**config.mk**
```make
export PLATFORM = sky130hd
export DESIGN_NAME = analog_keypad_code_lock
export DESIGN_NICKNAME = d
export VERILOG_FILES = /design/src/rtl/akcl_pkg.sv /design/src/rtl/akcl_queue.sv /design/src/rtl/akcl_front.sv /design/src/rtl/akcl_back.sv /design/src/rtl/analog_keypad_code_lock.sv
export VERILOG_INCLUDE_DIRS = /design/src /design/src/rtl
export SDC_FILE = /design/constraint.sdc
export NUM_CORES = 1
export LEC_CHECK = 0
export BUFFER_PORTS_ARGS = -buffer_cell sky130_fd_sc_hd__buf_2
export CAP_MARGIN = 20
export CORE_ASPECT_RATIO = 1.5
export CORE_MARGIN = 2
export CORE_UTILIZATION = 55
export CTS_BUF_LIST = sky130_fd_sc_hd__clkbuf_4
export DETAILED_ROUTE_END_ITERATION = 8
export HOLD_SLACK_MARGIN = 0.1
export PLACE_DENSITY = 0.73
export SETUP_SLACK_MARGIN = 0.4
export SYNTH_ARGS = -nofsm -noshare
export SYNTH_HDL_FRONTEND = slang
export SYNTH_SLANG_ARGS = --single-unit
```
**constraint.sdc**
```tcl
create_clock -name clk -period 7.2 [get_ports clk]
set_input_delay 1.44 -clock clk [delete_from_list [all_inputs] [get_ports clk]]
set_output_delay 1.44 -clock clk [all_outputs]
set_load 0.01 [all_outputs]
```
**src/rtl/analog_keypad_code_lock_macros.svh**
```systemverilog
// Assertion macros shared by the keypad code lock RTL.
`ifndef ANALOG_KEYPAD_CODE_LOCK_MACROS_SVH
`define ANALOG_KEYPAD_CODE_LOCK_MACROS_SVH

// Check on every clock edge outside reset.
`define AKCL_ASSERT(lbl, prop, msg) \
  lbl: assert property (@(posedge clk) disable iff (!rst_n) prop) else $error(msg);

// Check on every clock edge, reset included.
`define AKCL_ASSERT_ALWAYS(lbl, prop, msg) \
  lbl: assert property (@(posedge clk) prop) else $error(msg);

`endif

```
**src/rtl/akcl_pkg.sv**
```systemverilog
// Types, constants and lookup tables of the keypad code lock.
package akcl_pkg;

  localparam int SAMPLE_W  = 10;
  localparam int KEY_W     = 4;
  localparam int POS_W     = 2;
  localparam int SEG_W     = 8;
  localparam int CODE_W    = 16;
  localparam int TOL_W     = 6;
  localparam int CFG_IDX_W = 2;
  localparam int MAX_KEYS  = 16;
  localparam int QUEUE_DEPTH = 2;

  localparam logic [CFG_IDX_W-1:0] REG_SECRET_CODE     = 2'd0;
  localparam logic [CFG_IDX_W-1:0] REG_MATCH_TOLERANCE = 2'd1;

  localparam logic [CODE_W-1:0] SECRET_CODE_RST     = 16'd22539;
  localparam logic [TOL_W-1:0]  MATCH_TOLERANCE_RST = 6'd5;
  localparam logic [KEY_W-1:0]  EMPTY_ENTRY         = 4'd15;

  localparam logic [SAMPLE_W-1:0] REF_LEVELS [MAX_KEYS] = '{
    10'd930, 10'd912, 10'd894, 10'd877, 10'd852, 10'd837, 10'd822, 10'd808,
    10'd787, 10'd774, 10'd761, 10'd749, 10'd731, 10'd719, 10'd708, 10'd698
  };

  localparam logic [SEG_W-1:0] GLYPHS [MAX_KEYS] = '{
    8'h0C, 8'hB6, 8'h9E, 8'hEE, 8'hCC, 8'hDA, 8'hFA, 8'hF8,
    8'h0E, 8'hFE, 8'hDE, 8'h72, 8'h01, 8'h7E, 8'hEC, 8'hBC
  };

  // Release word from the sampler to the entry stage.
  typedef struct packed {
    logic             valid;
    logic [KEY_W-1:0] key;
  } key_event_t;

  typedef struct packed {
    logic [KEY_W-1:0] key_index;
    logic [POS_W-1:0] position;
    logic [SEG_W-1:0] segments;
    logic             verdict_valid;
    logic             code_ok;
  } result_t;

endpackage

```
**src/rtl/akcl_queue.sv**
```systemverilog
// Short first-in first-out queue that decouples two pipeline sides.
`include "analog_keypad_code_lock_macros.svh"

module akcl_queue #(
  parameter int WIDTH = 4,
  parameter int DEPTH = 2
) (
  input  logic             clk,
  input  logic             rst_n,
  input  logic             push,
  input  logic [WIDTH-1:0] din,
  input  logic             pop,
  output logic [WIDTH-1:0] dout,
  output logic             full,
  output logic             empty
);

  localparam int PTR_W = (DEPTH > 1) ? $clog2(DEPTH) : 1;
  localparam int CNT_W = $clog2(DEPTH + 1);

  logic [WIDTH-1:0] mem_r [DEPTH];
  logic [PTR_W-1:0] wr_ptr_r, wr_ptr_nxt;
  logic [PTR_W-1:0] rd_ptr_r, rd_ptr_nxt;
  logic [CNT_W-1:0] count_r, count_nxt;
  logic             push_ok, pop_ok;

  assign full    = (count_r == CNT_W'(DEPTH));
  assign empty   = (count_r == '0);
  assign push_ok = push && !full;
  assign pop_ok  = pop && !empty;
  assign dout    = mem_r[rd_ptr_r];

  always_comb begin
    wr_ptr_nxt = wr_ptr_r;
    rd_ptr_nxt = rd_ptr_r;
    count_nxt  = count_r;
    if (push_ok) begin
      wr_ptr_nxt = (wr_ptr_r == PTR_W'(DEPTH - 1)) ? '0 : wr_ptr_r + 1'b1;
    end
    if (pop_ok) begin
      rd_ptr_nxt = (rd_ptr_r == PTR_W'(DEPTH - 1)) ? '0 : rd_ptr_r + 1'b1;
    end
    if (push_ok && !pop_ok) begin
      count_nxt = count_r + 1'b1;
    end else if (pop_ok && !push_ok) begin
      count_nxt = count_r - 1'b1;
    end
  end

  always_ff @(posedge clk) begin
    if (!rst_n) begin
      wr_ptr_r <= '0;
      rd_ptr_r <= '0;
      count_r  <= '0;
    end else begin
      wr_ptr_r <= wr_ptr_nxt;
      rd_ptr_r <= rd_ptr_nxt;
      count_r  <= count_nxt;
    end
  end

  always_ff @(posedge clk) begin
    if (push_ok) begin
      mem_r[wr_ptr_r] <= din;
    end
  end

  `AKCL_ASSERT_ALWAYS(a_reset_empty, !rst_n |=> empty, "queue not empty after reset")
  `AKCL_ASSERT(a_count_bound, count_r <= CNT_W'(DEPTH), "queue count above depth")
  `AKCL_ASSERT(a_blocked_push, (push && full && !pop) |=> $stable(count_r), "push into full queue")

endmodule

```
**src/rtl/akcl_front.sv**
```systemverilog
// Sampler: matches converter samples to key levels and detects key release.
`include "analog_keypad_code_lock_macros.svh"

module akcl_front #(
  parameter int NUM_KEYS = 16
) (
  input  logic                          clk,
  input  logic                          rst_n,
  input  logic                          accept,
  input  logic [akcl_pkg::SAMPLE_W-1:0] sample,
  input  logic [akcl_pkg::TOL_W-1:0]    tolerance,
  output akcl_pkg::key_event_t          event_o
);

  logic                       awaiting_r, awaiting_nxt;
  logic [akcl_pkg::KEY_W-1:0] pending_r, pending_nxt;
  logic [NUM_KEYS-1:0]        near;
  logic                       hit;
  logic [akcl_pkg::KEY_W-1:0] hit_key;

  // Tolerance compares against every level in parallel.
  always_comb begin
    logic [akcl_pkg::SAMPLE_W-1:0] lvl;
    logic [akcl_pkg::SAMPLE_W-1:0] diff;
    for (int i = 0; i < NUM_KEYS; i++) begin
      lvl     = akcl_pkg::REF_LEVELS[i];
      diff    = (sample > lvl) ? (sample - lvl) : (lvl - sample);
      near[i] = (diff < {{(akcl_pkg::SAMPLE_W - akcl_pkg::TOL_W){1'b0}}, tolerance});
    end
  end

  // Lowest matching index wins.
  always_comb begin
    hit     = 1'b0;
    hit_key = '0;
    for (int i = NUM_KEYS - 1; i >= 0; i--) begin
      if (near[i]) begin
        hit     = 1'b1;
        hit_key = akcl_pkg::KEY_W'(i);
      end
    end
  end

  always_comb begin
    awaiting_nxt  = awaiting_r;
    pending_nxt   = pending_r;
    event_o.valid = 1'b0;
    event_o.key   = pending_r;
    if (accept) begin
      if (!awaiting_r) begin
        if (hit) begin
          awaiting_nxt = 1'b1;
          pending_nxt  = hit_key;
        end
      end else if (sample == '0) begin
        awaiting_nxt  = 1'b0;
        event_o.valid = 1'b1;
      end
    end
  end

  always_ff @(posedge clk) begin
    if (!rst_n) begin
      awaiting_r <= 1'b0;
      pending_r  <= '0;
    end else begin
      awaiting_r <= awaiting_nxt;
      pending_r  <= pending_nxt;
    end
  end

  `AKCL_ASSERT(a_release_idles, event_o.valid |=> !awaiting_r, "release left sampler busy")

endmodule

```
**src/rtl/akcl_back.sv**
```systemverilog
// Entry stage: stores released keys, builds result words and the verdict.
`include "analog_keypad_code_lock_macros.svh"

module akcl_back #(
  parameter int CODE_LENGTH = 4
) (
  input  logic                        clk,
  input  logic                        rst_n,
  input  logic                        take,
  input  logic [akcl_pkg::KEY_W-1:0]  key,
  input  logic [akcl_pkg::CODE_W-1:0] secret_code,
  output akcl_pkg::result_t           result
);

  localparam int CNT_W = (CODE_LENGTH > 1) ? $clog2(CODE_LENGTH) : 1;

  logic [CNT_W-1:0]           count_r;
  logic [akcl_pkg::KEY_W-1:0] entered_r [CODE_LENGTH];
  logic                       last;
  logic                       match;
  logic [31:0]                secret_ext;

  assign last       = (count_r == CNT_W'(CODE_LENGTH - 1));
  assign secret_ext = {16'b0, secret_code};

  // Position p checks nibble CODE_LENGTH-1-p; nibbles above the code read zero.
  always_comb begin
    logic [akcl_pkg::KEY_W-1:0] cur;
    logic [akcl_pkg::KEY_W-1:0] want;
    match = 1'b1;
    for (int p = 0; p < CODE_LENGTH; p++) begin
      cur  = (p == CODE_LENGTH - 1) ? key : entered_r[p];
      want = secret_ext[4 * (CODE_LENGTH - 1 - p) +: 4];
      if (cur != want) begin
        match = 1'b0;
      end
    end
  end

  always_comb begin
    result.key_index     = key;
    result.position      = akcl_pkg::POS_W'(count_r);
    result.segments      = akcl_pkg::GLYPHS[key];
    result.verdict_valid = last;
    result.code_ok       = last && match;
  end

  always_ff @(posedge clk) begin
    if (!rst_n) begin
      count_r <= '0;
      for (int p = 0; p < CODE_LENGTH; p++) begin
        entered_r[p] <= akcl_pkg::EMPTY_ENTRY;
      end
    end else if (take) begin
      if (last) begin
        count_r <= '0;
        for (int p = 0; p < CODE_LENGTH; p++) begin
          entered_r[p] <= akcl_pkg::EMPTY_ENTRY;
        end
      end else begin
        count_r <= count_r + 1'b1;
        for (int p = 0; p < CODE_LENGTH; p++) begin
          if (count_r == CNT_W'(p)) begin
            entered_r[p] <= key;
          end
        end
      end
    end
  end

  `AKCL_ASSERT(a_verdict_clears, (take && last) |=> (count_r == '0), "entry count not cleared")

endmodule

```
**src/rtl/analog_keypad_code_lock.sv**
```systemverilog
// Top level of the keypad code lock: config registers, sampler, queues, entry stage.
//
//  channel | handshake          | payload
//  --------+--------------------+---------------------------------------------
//  input   | push / full        | in_sample
//  result  | empty / pop        | out_key_index out_position out_segments
//          |                    | out_verdict_valid out_code_ok
//  config  | cfg_valid/cfg_ready| cfg_index cfg_data
//
// One sample is taken every cycle while full is low; the sixteen level compares of the sampler
// run in parallel, so the sampler sets a rate of one word per cycle.
// A release word is registered in the release queue, then in the result queue; it waits while the result queue is full.
// Reset is synchronous; no clearing pass, the block takes samples right after.
// full rises only when the two-word release queue is full, which happens when
// the two-word result queue is full and pop stays low.

module analog_keypad_code_lock #(
  parameter int NUM_KEYS    = 16,
  parameter int CODE_LENGTH = 4
) (
  input  logic                           clk,
  input  logic                           rst_n,
  input  logic                           push,
  output logic                           full,
  input  logic [akcl_pkg::SAMPLE_W-1:0]  in_sample,
  output logic                           empty,
  input  logic                           pop,
  output logic [akcl_pkg::KEY_W-1:0]     out_key_index,
  output logic [akcl_pkg::POS_W-1:0]     out_position,
  output logic [akcl_pkg::SEG_W-1:0]     out_segments,
  output logic                           out_verdict_valid,
  output logic                           out_code_ok,
  input  logic                           cfg_valid,
  output logic                           cfg_ready,
  input  logic [akcl_pkg::CFG_IDX_W-1:0] cfg_index,
  input  logic [akcl_pkg::CODE_W-1:0]    cfg_data
);

  localparam int RES_W = $bits(akcl_pkg::result_t);

  logic [akcl_pkg::CODE_W-1:0] secret_r;
  logic [akcl_pkg::TOL_W-1:0]  tol_r;
  logic                        in_accept;
  akcl_pkg::key_event_t        rel_event;
  logic [akcl_pkg::KEY_W-1:0]  mid_key;
  logic                        mid_full, mid_empty;
  logic                        res_full;
  logic                        take;
  akcl_pkg::result_t           res_new;
  logic [RES_W-1:0]            res_head;
  akcl_pkg::result_t           res_word;

  assign cfg_ready = 1'b1;

  always_ff @(posedge clk) begin
    if (!rst_n) begin
      secret_r <= akcl_pkg::SECRET_CODE_RST;
      tol_r    <= akcl_pkg::MATCH_TOLERANCE_RST;
    end else if (cfg_valid && cfg_ready) begin
      unique case (cfg_index)
        akcl_pkg::REG_SECRET_CODE:     secret_r <= cfg_data;
        akcl_pkg::REG_MATCH_TOLERANCE: tol_r    <= cfg_data[akcl_pkg::TOL_W-1:0];
        default: ;
      endcase
    end
  end

  assign full      = mid_full;
  assign in_accept = push && !full;

  akcl_front #(
    .NUM_KEYS(NUM_KEYS)
  ) u_front (
    .clk       (clk),
    .rst_n     (rst_n),
    .accept    (in_accept),
    .sample    (in_sample),
    .tolerance (tol_r),
    .event_o   (rel_event)
  );

  akcl_queue #(
    .WIDTH(akcl_pkg::KEY_W),
    .DEPTH(akcl_pkg::QUEUE_DEPTH)
  ) u_mid_queue (
    .clk   (clk),
    .rst_n (rst_n),
    .push  (rel_event.valid),
    .din   (rel_event.key),
    .pop   (take),
    .dout  (mid_key),
    .full  (mid_full),
    .empty (mid_empty)
  );

  // Advance the entry stage only when the result queue has room.
  assign take = !mid_empty && !res_full;

  akcl_back #(
    .CODE_LENGTH(CODE_LENGTH)
  ) u_back (
    .clk         (clk),
    .rst_n       (rst_n),
    .take        (take),
    .key         (mid_key),
    .secret_code (secret_r),
    .result      (res_new)
  );

  akcl_queue #(
    .WIDTH(RES_W),
    .DEPTH(akcl_pkg::QUEUE_DEPTH)
  ) u_res_queue (
    .clk   (clk),
    .rst_n (rst_n),
    .push  (take),
    .din   (res_new),
    .pop   (pop),
    .dout  (res_head),
    .full  (res_full),
    .empty (empty)
  );

  assign res_word          = akcl_pkg::result_t'(res_head);
  assign out_key_index     = res_word.key_index;
  assign out_position      = res_word.position;
  assign out_segments      = res_word.segments;
  assign out_verdict_valid = res_word.verdict_valid;
  assign out_code_ok       = res_word.code_ok;

endmodule
```
==> impl_metrics.py, run 1 <==
metrics = {
    "worst_hold_path": {
        "hp-class": "flop to flop",
        "hold_start": "u_front.pending_r[3]$_SDFFE_PN0P_",
        "whs_path_depth": 0,
        "hold_end": "u_mid_queue.mem_r[0][3]$_DFFE_PP_",
    },
    "routing": {
        "drtPass1Iterations": 6,
        "vias": 10800,
        "routedWlPerCell_um": 24.4,
        "vias_per_cell": 6.75,
        "postRouteAntennaNets": 0,
        "wl_mm": 39.2,
        "drt_iter0_drc": 1026,
        "drc_errors": 0,
    },
    "clock_network": {
        "cts_sinks": 91,
        "ctsResizeCount": 0,
        "cts_setup_buffers": 0,
        "h-tree-depth": 3,
        "cts_tree": "done",
        "worstSkewPairLatency_ns": 0.44,
        "clockBufferDepth": 2,
        "cts_hold_buf": 0,
        "cts_buffers": 9,
        "cts-root-buf": "clkbuf_4",
        "clkTransAtPathRegs_ns": 0.14,
    },
    "final_layout": {
        "area_growth_pct": 6.38,
        "final_common_cell": "nand2_1",
        "final_cell_mix": "nand2_1 (146), a21oi_1 (122), ha_1 (119)",
        "nets": 1493,
        "drive_gt1_share_pct": 14.0,
    },
    "pwr": {
        "p_per_area_nw_per_um2": 175,
        "leakagePower_nw": 4.42,
        "p_sw_share_pct": 40.1,
        "vdd_ir_drop_max_v": 0.0000932,
        "pwr-share-clk_pct": 15.9,
        "p_switching_uw": 801,
        "p_seq_share_pct": 35.6,
        "combPwrFrac_pct": 48.5,
        "power.internal_mw": 1.19,
    },
    "grt": {
        "track_usage_pct": 37.5,
        "grt_pass1_wl_mm": 59.8,
        "grt_use_met1_pct": 39.8,
        "overflow": 0,
        "grt_busiest_layer": "met2",
        "met2_usage_pct": 62.8,
        "antenna_found_initial": 2,
        "grt_max_degree": 36,
        "use_met3_pct": 5.78,
        "grt_pass1_vias": 10500,
    },
    "worst_setup_path": {
        "critical_path.top_delay_family": "compound AO/OA/AOI/OAI gates",
        "r2r_start": "tol_r[2]$_SDFFE_PN1P_",
        "path_class": "input pin to flop",
        "worst-path-buf-inv": 2,
        "r2r_cells": 12,
        "cp-end-kind": "flop",
        "slowest_delay_ns": 0.58,
        "crit_fanout": 17,
        "required_ns": 7.58,
        "start_kind": "input pin",
        "rrSetupSlack_ns": 3.91,
        "crit_chain": "buf_2 -> buf_4 -> ha_1 -> nor2b_2 -> o211ai_1 -> o21ai_1 -> a21oi_1 -> a221oi_1 -> xnor2_1 -> ha_1 -> a21oi_1 -> nand4_1 -> or4_1 -> and3_4 -> a41oi_4 -> o2111ai_1 -> o21ai_1",
        "timing.rr.end": "u_front.pending_r[1]$_SDFFE_PN0P_",
        "critPathArrivalTime_ns": 6.41,
        "crit_slowest_cell": "ha_1",
    },
    "synth": {
        "syn-num-nets": 1476,
        "synth_cell_types": 101,
        "synthArstFlopShare_pct": 0,
        "syn_area_sq_um": 10700,
        "synth_area_per_cell_sq_um": 8.08,
        "yosys.area.top_type": "ha_1",
        "ys_seq_area_share_pct": 21.5,
        "synth_top_area_share_pct": 13.9,
        "synth_area_leaders": "ha_1 (14%), edfxtp_1 (13%), dfxtp_1 (8.0%)",
        "synth_seq_cells": 91,
        "ys_warn_count": 0,
        "synthCells": 1324,
        "synth-edff-count": 48,
        "synthFlopType": "edfxtp_1",
    },
    "sta": {
        "finalSetupTns_ns": 0,
        "rsz0062_at_grt": "false",
        "skew_ns": 0.0184,
        "slew_headroom_pct": 34.6,
        "report.final.slew_viol_count": 0,
        "min_period_ns": 6.03,
        "worst_slack_ns": 1.17,
        "hold_violations": 0,
        "worst_pin_slew_ns": 0.977,
        "setup_violations": 0,
        "fin_crit_sh_pct": 83.7,
        "max_clock_freq_mhz": 166,
    },
    "placed_design": {
        "pre_cts_ws_ns": 0.894,
        "port_buffers": 50,
        "globalplace.congestion": 1.07,
        "dpl.hpwl_mm": 28.7,
    },
    "die": {
        "boundaryPins": 52,
        "die_w_um": 118,
        "die_area_sq_um": 20600,
        "core_region_area_sq_um": 19100,
        "num_rows": 62,
        "die_h_um": 175,
        "start_util_pct": 56.1,
    },
    "status": {
        "status": "complete, no violations",
    },
    "flow_run": {
        "drv_cap": 0,
    },
}
==> worst max path at each step <==
stage | from | end | slack [ns] | cells after the start
after floorplan | in_sample[4] | u_front.pending_r[3]$_SDFFE_PN0P_ | 1.58 | 19
after global placement | in_sample[4] | u_front.pending_r[2]$_SDFFE_PN0P_ | 0.93 | 17
after detailed placement | in_sample[5] | u_front.pending_r[2]$_SDFFE_PN0P_ | 0.89 | 17
after CTS | in_sample[5] | u_front.pending_r[2]$_SDFFE_PN0P_ | 1.35 | 17
after global routing | in_sample[4] | u_front.pending_r[1]$_SDFFE_PN0P_ | 0.89 | 17
final | in_sample[4] | u_front.pending_r[2]$_SDFFE_PN0P_ | 1.17 | 17
==> registers in the layout, indices dropped and copies added (netlist names), named ones only <==
| signal | cells |
|---|---|
| u_res_queue.mem_r | 32 |
| secret_r | 16 |
| u_back.entered_r | 12 |
| u_mid_queue.mem_r | 8 |
| tol_r | 6 |
| u_front.pending_r | 4 |
| u_back.count_r | 2 |
| u_mid_queue.count_r | 2 |
| u_res_queue.count_r | 2 |
| u_front.awaiting_r | 1 |
| u_mid_queue.rd_ptr_r | 1 |
| u_mid_queue.wr_ptr_r | 1 |
| u_res_queue.rd_ptr_r | 1 |
| u_res_queue.wr_ptr_r | 1 |
==> area by class of cell <==
class,count,area (sq um)
tap,256,320
clock buffer,9,67.6
clock inverter,7,97.6
multi-input combinational,1106,7830
sequential,91,2300
antenna,2,5.00
timing repair buffer,100,638
fill,1825,7700
inverter,33,124
==> synthesized netlist by cell type (24+ instances only) <==
library cell  count
nand3_1          38
nor3_1           24
edfxtp_1         48
xnor2_1          77
nor2_1           92
ha_1            119
o21ai_0          70
a21oi_1         122
a21o_1           27
inv_1            27
clkbuf_1         33
buf_2            36
mux2_2           28
mux2i_1          40
dfxtp_1          43
nand2_1         146
==> routing by layer <==
layer	vias up	wire, um
li1	4915	-
met1	5016	13300
met2	647	18200
met3	245	3330
met4	0	4390
met5	-	0
==> power groups by stage <==
| stage | sequential [mW] | clock (mW) | combinational [mW] |
|---|---|---|---|
| floorplan | 0.697 | 0 | 0.687 |
| global placement | 0.718 | 0 | 0.933 |
| detailed placement | 0.722 | 0 | 0.947 |
| CTS | 0.711 | 0.322 | 0.953 |
| global route | 0.723 | 0.343 | 1.06 |
| finish | 0.710 | 0.318 | 0.967 |
==> kinds of logic after synthesis <==
kind of cell	count (synthesis)	synth area share [%]
AO/OA/AOI/OAI	392	24.7
XOR/XNOR	92	7.53
adder cells (fa/ha/maj)	119	13.9
buffers and inverters	127	5.37
flip-flops	91	21.5
multiplexers	68	6.69
other	1	0.0350
AND/OR/NAND/NOR	434	20.3
==> per-stage QoR <==
stage | total power, mW | instances | hold slack, ns | util, % | cell area [sq um]
floorplan | 1.38 | 1324 | 0.425 | - | 10700
global placement | 1.65 | 1586 | 0.431 | 58.8 | 11200
detailed placement | 1.67 | 1586 | 0.448 | 58.8 | 11200
CTS | 1.99 | 1602 | 0.481 | 59.6 | 11400
global route | 2.13 | 1603 | 0.502 | 59.7 | 11400
finish | 2.00 | 1604 | 0.482 | 59.7 | 11400
Power figures use the tool's default switching activity.
==> inputs of run 2 (changes only) <==
--- a/config.mk
+++ b/config.mk
@@ -6,6 +6,7 @@
 export SDC_FILE = /design/constraint.sdc
 export NUM_CORES = 1
 export LEC_CHECK = 0
+export ABC_AREA = 1
 export BUFFER_PORTS_ARGS = -buffer_cell sky130_fd_sc_hd__buf_2
 export CAP_MARGIN = 20
 export CORE_ASPECT_RATIO = 1.5
@@ -14,7 +15,7 @@
 export CTS_BUF_LIST = sky130_fd_sc_hd__clkbuf_4
 export DETAILED_ROUTE_END_ITERATION = 8
 export HOLD_SLACK_MARGIN = 0.1
-export PLACE_DENSITY = 0.73
+export PLACE_DENSITY = 0.76
 export SETUP_SLACK_MARGIN = 0.4
 export SYNTH_ARGS = -nofsm -noshare
 export SYNTH_HDL_FRONTEND = slang
==> constraint.sdc (replaced) <==
create_clock -name clk -period 5.17 [get_ports clk]
set_input_delay 1.034 -clock clk [delete_from_list [all_inputs] [get_ports clk]]
set_output_delay 1.034 -clock clk [all_outputs]
set_load 0.01 [all_outputs]
==> run 2 against run 1 <==
Die area decreased by 1.5%. Register-to-register slack got worse by 2.0 ns. Combinational power increased by 52%. First-iteration DRC count is 2.3% lower. Clock-buffer cell count up 4. Synthesized area is 1.6% lower. Sequential share of layout area is 0.25 points lower. Setup slack got worse by 0.48 ns. Utilization grew 0.99 points. Clock skew is 0.0083 ns lower. Clock power up 34%. Routed wire length fell by 3.0%. Critical path type unchanged. Critical endpoint is now u_front.pending_r[3]$_SDFFE_PN0P_.
==> impl_metrics.py, run 2 <==
metrics = {
    "routing": {
        "vias_per_cell": 5.83,
        "wl_mm": 38.0,
        "drc_errors": 0,
        "vias": 11100,
        "drtPass1Iterations": 7,
        "postRouteAntennaNets": 0,
        "drt_iter0_drc": 1002,
        "routedWlPerCell_um": 20.0,
    },
    "sta": {
        "finalSetupTns_ns": 0,
        "max_clock_freq_mhz": 223,
        "min_period_ns": 4.48,
        "rsz0062_at_grt": "false",
        "hold_violations": 0,
        "setup_violations": 0,
        "worst_pin_slew_ns": 1.16,
        "fin_crit_sh_pct": 86.6,
        "slew_headroom_pct": 22.7,
        "skew_ns": 0.0101,
        "report.final.slew_viol_count": 0,
    },
    "worst_setup_path": {
        "rrSetupSlack_ns": 1.95,
        "start_kind": "input pin",
        "path_class": "input pin to flop",
        "critical_path.top_delay_family": "compound AO/OA/AOI/OAI gates",
        "required_ns": 5.48,
        "cp_num_cells": 22,
        "critPathArrivalTime_ns": 4.78,
        "crit_slowest_cell": "o21ai_2",
        "r2r_cells": 25,
        "cp-end-kind": "flop",
        "worst-path-buf-inv": 5,
        "slowest_delay_ns": 0.42,
        "r2r_start": "tol_r[1]$_SDFFE_PN0P_",
        "crit_fanout": 10,
        "crit_chain": "buf_2 -> inv_1 -> ha_1 -> buf_4 -> nand3_1 -> o21ai_2 -> o21ai_0 -> ha_1 -> a21oi_1 -> o21bai_1 -> a21oi_1 -> buf_4 -> nor2_1 -> o21ai_0 -> nand4_1 -> nand3_1 -> nor2_2 -> nand2_2 -> nand2_4 -> inv_2 -> nor2_1 -> nor3_1",
        "timing.rr.end": "u_front.pending_r[0]$_SDFFE_PN0P_",
    },
    "synth": {
        "synth_cell_types": 61,
        "syn-num-nets": 1717,
        "ys_warn_count": 0,
        "synth_top_area_share_pct": 14.1,
        "synthFlopType": "edfxtp_1",
        "synth_seq_cells": 91,
        "synthTopCellsByCount": "nand2_1 (335), o21ai_0 (186), inv_1 (184), nor2_1 (126), ha_1 (119)",
        "synthCells": 1565,
        "syn_area_sq_um": 10500,
        "synth_area_per_cell_sq_um": 6.73,
        "synth-edff-count": 48,
        "synth.most_common_cell": "nand2_1",
        "synthArstFlopShare_pct": 0,
        "synth_area_leaders": "ha_1 (14%), edfxtp_1 (14%), nand2_1 (12%)",
        "ys_seq_area_share_pct": 21.8,
        "yosys.area.top_type": "ha_1",
    },
    "final_layout": {
        "reg.largest.list": "u_res_queue.mem_r x32, secret_r x16, u_back.entered_r x12",
        "final_common_cell": "nand2_1",
        "drive_gt1_share_pct": 13.4,
        "top_register": "u_res_queue.mem_r",
        "stdcell_count": 1902,
        "nFillCells": 1847,
        "final_area_sq_um": 11500,
        "final_cell_mix": "nand2_1 (334), o21ai_0 (185), inv_1 (183)",
        "nets": 1792,
        "largest_reg_flops": 32,
        "area_growth_pct": 9.42,
    },
    "clock_network": {
        "h-tree-depth": 3,
        "cts_buffers": 9,
        "cts-root-buf": "clkbuf_4",
        "cts_hold_buf": 0,
        "cts_sinks": 91,
        "clockBufferDepth": 2,
        "cts_tree": "done",
        "worstSkewPairLatency_ns": 0.42,
        "clkTransAtPathRegs_ns": 0.11,
    },
    "worst_hold_path": {
        "hp-class": "flop to flop",
        "whs_path_depth": 0,
        "hold_start": "u_front.pending_r[0]$_SDFFE_PN0P_",
        "hold_end": "u_mid_queue.mem_r[0][0]$_DFFE_PP_",
    },
    "grt": {
        "grt_pass1_wl_mm": 57.3,
        "overflow": 0,
        "grt_max_degree": 36,
        "track_usage_pct": 37.6,
        "grt_pass1_vias": 10600,
        "antenna_found_initial": 1,
    },
    "die": {
        "core_region_area_sq_um": 19000,
        "start_util_pct": 55.4,
        "boundaryPins": 52,
        "die_area_sq_um": 20300,
        "num_rows": 62,
        "die_w_um": 117,
        "die_h_um": 174,
    },
    "placed_design": {
        "placed_cells": 1885,
        "globalplace.congestion": 1.10,
        "port_buffers": 50,
        "dpl.hpwl_mm": 29.4,
        "place_area_sq_um": 11400,
    },
    "pwr": {
        "vdd_ir_drop_max_v": 0.000137,
        "leakagePower_nw": 5.61,
        "p_per_area_nw_per_um2": 255,
    },
    "flow_run": {
        "drv_cap": 0,
    },
    "status": {
        "status": "complete, no violations",
    },
}
## run 2: area by class of cell
type | count | area [sq um] | share of cell area [%]
well taps | 256 | 320 | 2.78
repair buffers | 130 | 851 | 7.38
flip-flops and latches | 91 | 2300 | 20.0
diodes | 1 | 2.50 | 0.0217
multi-input cells | 1202 | 7110 | 61.6
clock buffers | 13 | 97.6 | 0.846
clock inverters | 3 | 63.8 | 0.553
inverters | 206 | 785 | 6.80
## run 2: worst register-to-register path: stages, from the launching register on
cell and delay, ns:
dfxtp_1 0.32, inv_1 0.55, ha_1 0.36, a21oi_1 0.14, o21bai_1 0.09, nand2_1 0.07, nand2_1 0.05, nand2_1 0.06
nand2_1 0.05, a21oi_1 0.41, nand2_1 0.11, nand2_1 0.07, nand2_1 0.09, nand2_1 0.07, nand2_1 0.05, nand2_1 0.07
nand2_1 0.05, nand2_1 0.06, nand2_1 0.05, nand2_1 0.06, nand2_1 0.05, nand2_1 0.06, nand2_1 0.05, nand2_1 0.05
nand2_1 0.04, a21oi_1 0.11
## run 2: cells by family after synthesis
kind of cell	count (synthesis)	share of synthesized area, %
muxes	17	1.80
DFF	91	21.8
and+or+nand+nor	592	23.7
adders and majority gates	119	14.1
buffers and inverters	272	10.7
xor gates and xnor gates	83	6.90
AOI/OAI and AO/OA	390	20.8
other	1	0.0356
## run 2: worst max-delay path by stage
stage / end / slack, ns / start
6_report: u_front.pending_r[3]$_SDFFE_PN0P_ / 0.69 / in_sample[3]
5_1_grt: u_front.pending_r[0]$_SDFFE_PN0P_ / 0.43 / in_sample[4]
4_1_cts: u_front.pending_r[0]$_SDFFE_PN0P_ / 0.76 / in_sample[2]
3_5_place_dp: u_front.pending_r[0]$_SDFFE_PN0P_ / 0.33 / in_sample[2]
3_3_place_gp: u_front.pending_r[3]$_SDFFE_PN0P_ / 0.39 / in_sample[4]
2_1_floorplan: u_front.pending_r[0]$_SDFFE_PN0P_ / 0.82 / in_sample[4]
## run 2: power by group
part | internal, mW | total, mW | switching, mW | leakage (nW)
clock network | 0.218 | 0.425 | 0.207 | 0.0923
registers | 0.958 | 1.04 | 0.0849 | 0.783
logic | 0.552 | 1.47 | 0.919 | 4.74
total | 1.73 | 2.94 | 1.21 | 5.61
## run 2: through the flow
| step | power (mW) | worst slack [ns] | util (%) | hold WS (ns) |
|---|---|---|---|---|
| floorplan | 2.02 | 0.820 | - | 0.426 |
| global placement | 2.47 | 0.388 | 59.8 | 0.436 |
| detailed placement | 2.50 | 0.329 | 59.8 | 0.444 |
| CTS | 2.93 | 0.758 | 60.6 | 0.468 |
| global route | 3.18 | 0.431 | 60.7 | 0.495 |
| finish | 2.94 | 0.694 | 60.7 | 0.472 |
## run 2: layer usage
metal	part of all wire, %	GRT usage (%)	up-vias
met5	0	0	-
met4	11	33.8	0
met3	5.9	3.81	201
met2	48	64.5	519
met1	35	39.1	5019
li1	-	-	5343
## run 2: what timing repair did
item                       in CTS  in global routing
setup endpoints to repair       0                  4
gates resized for setup         0                  3
setup buffers                   0                  0
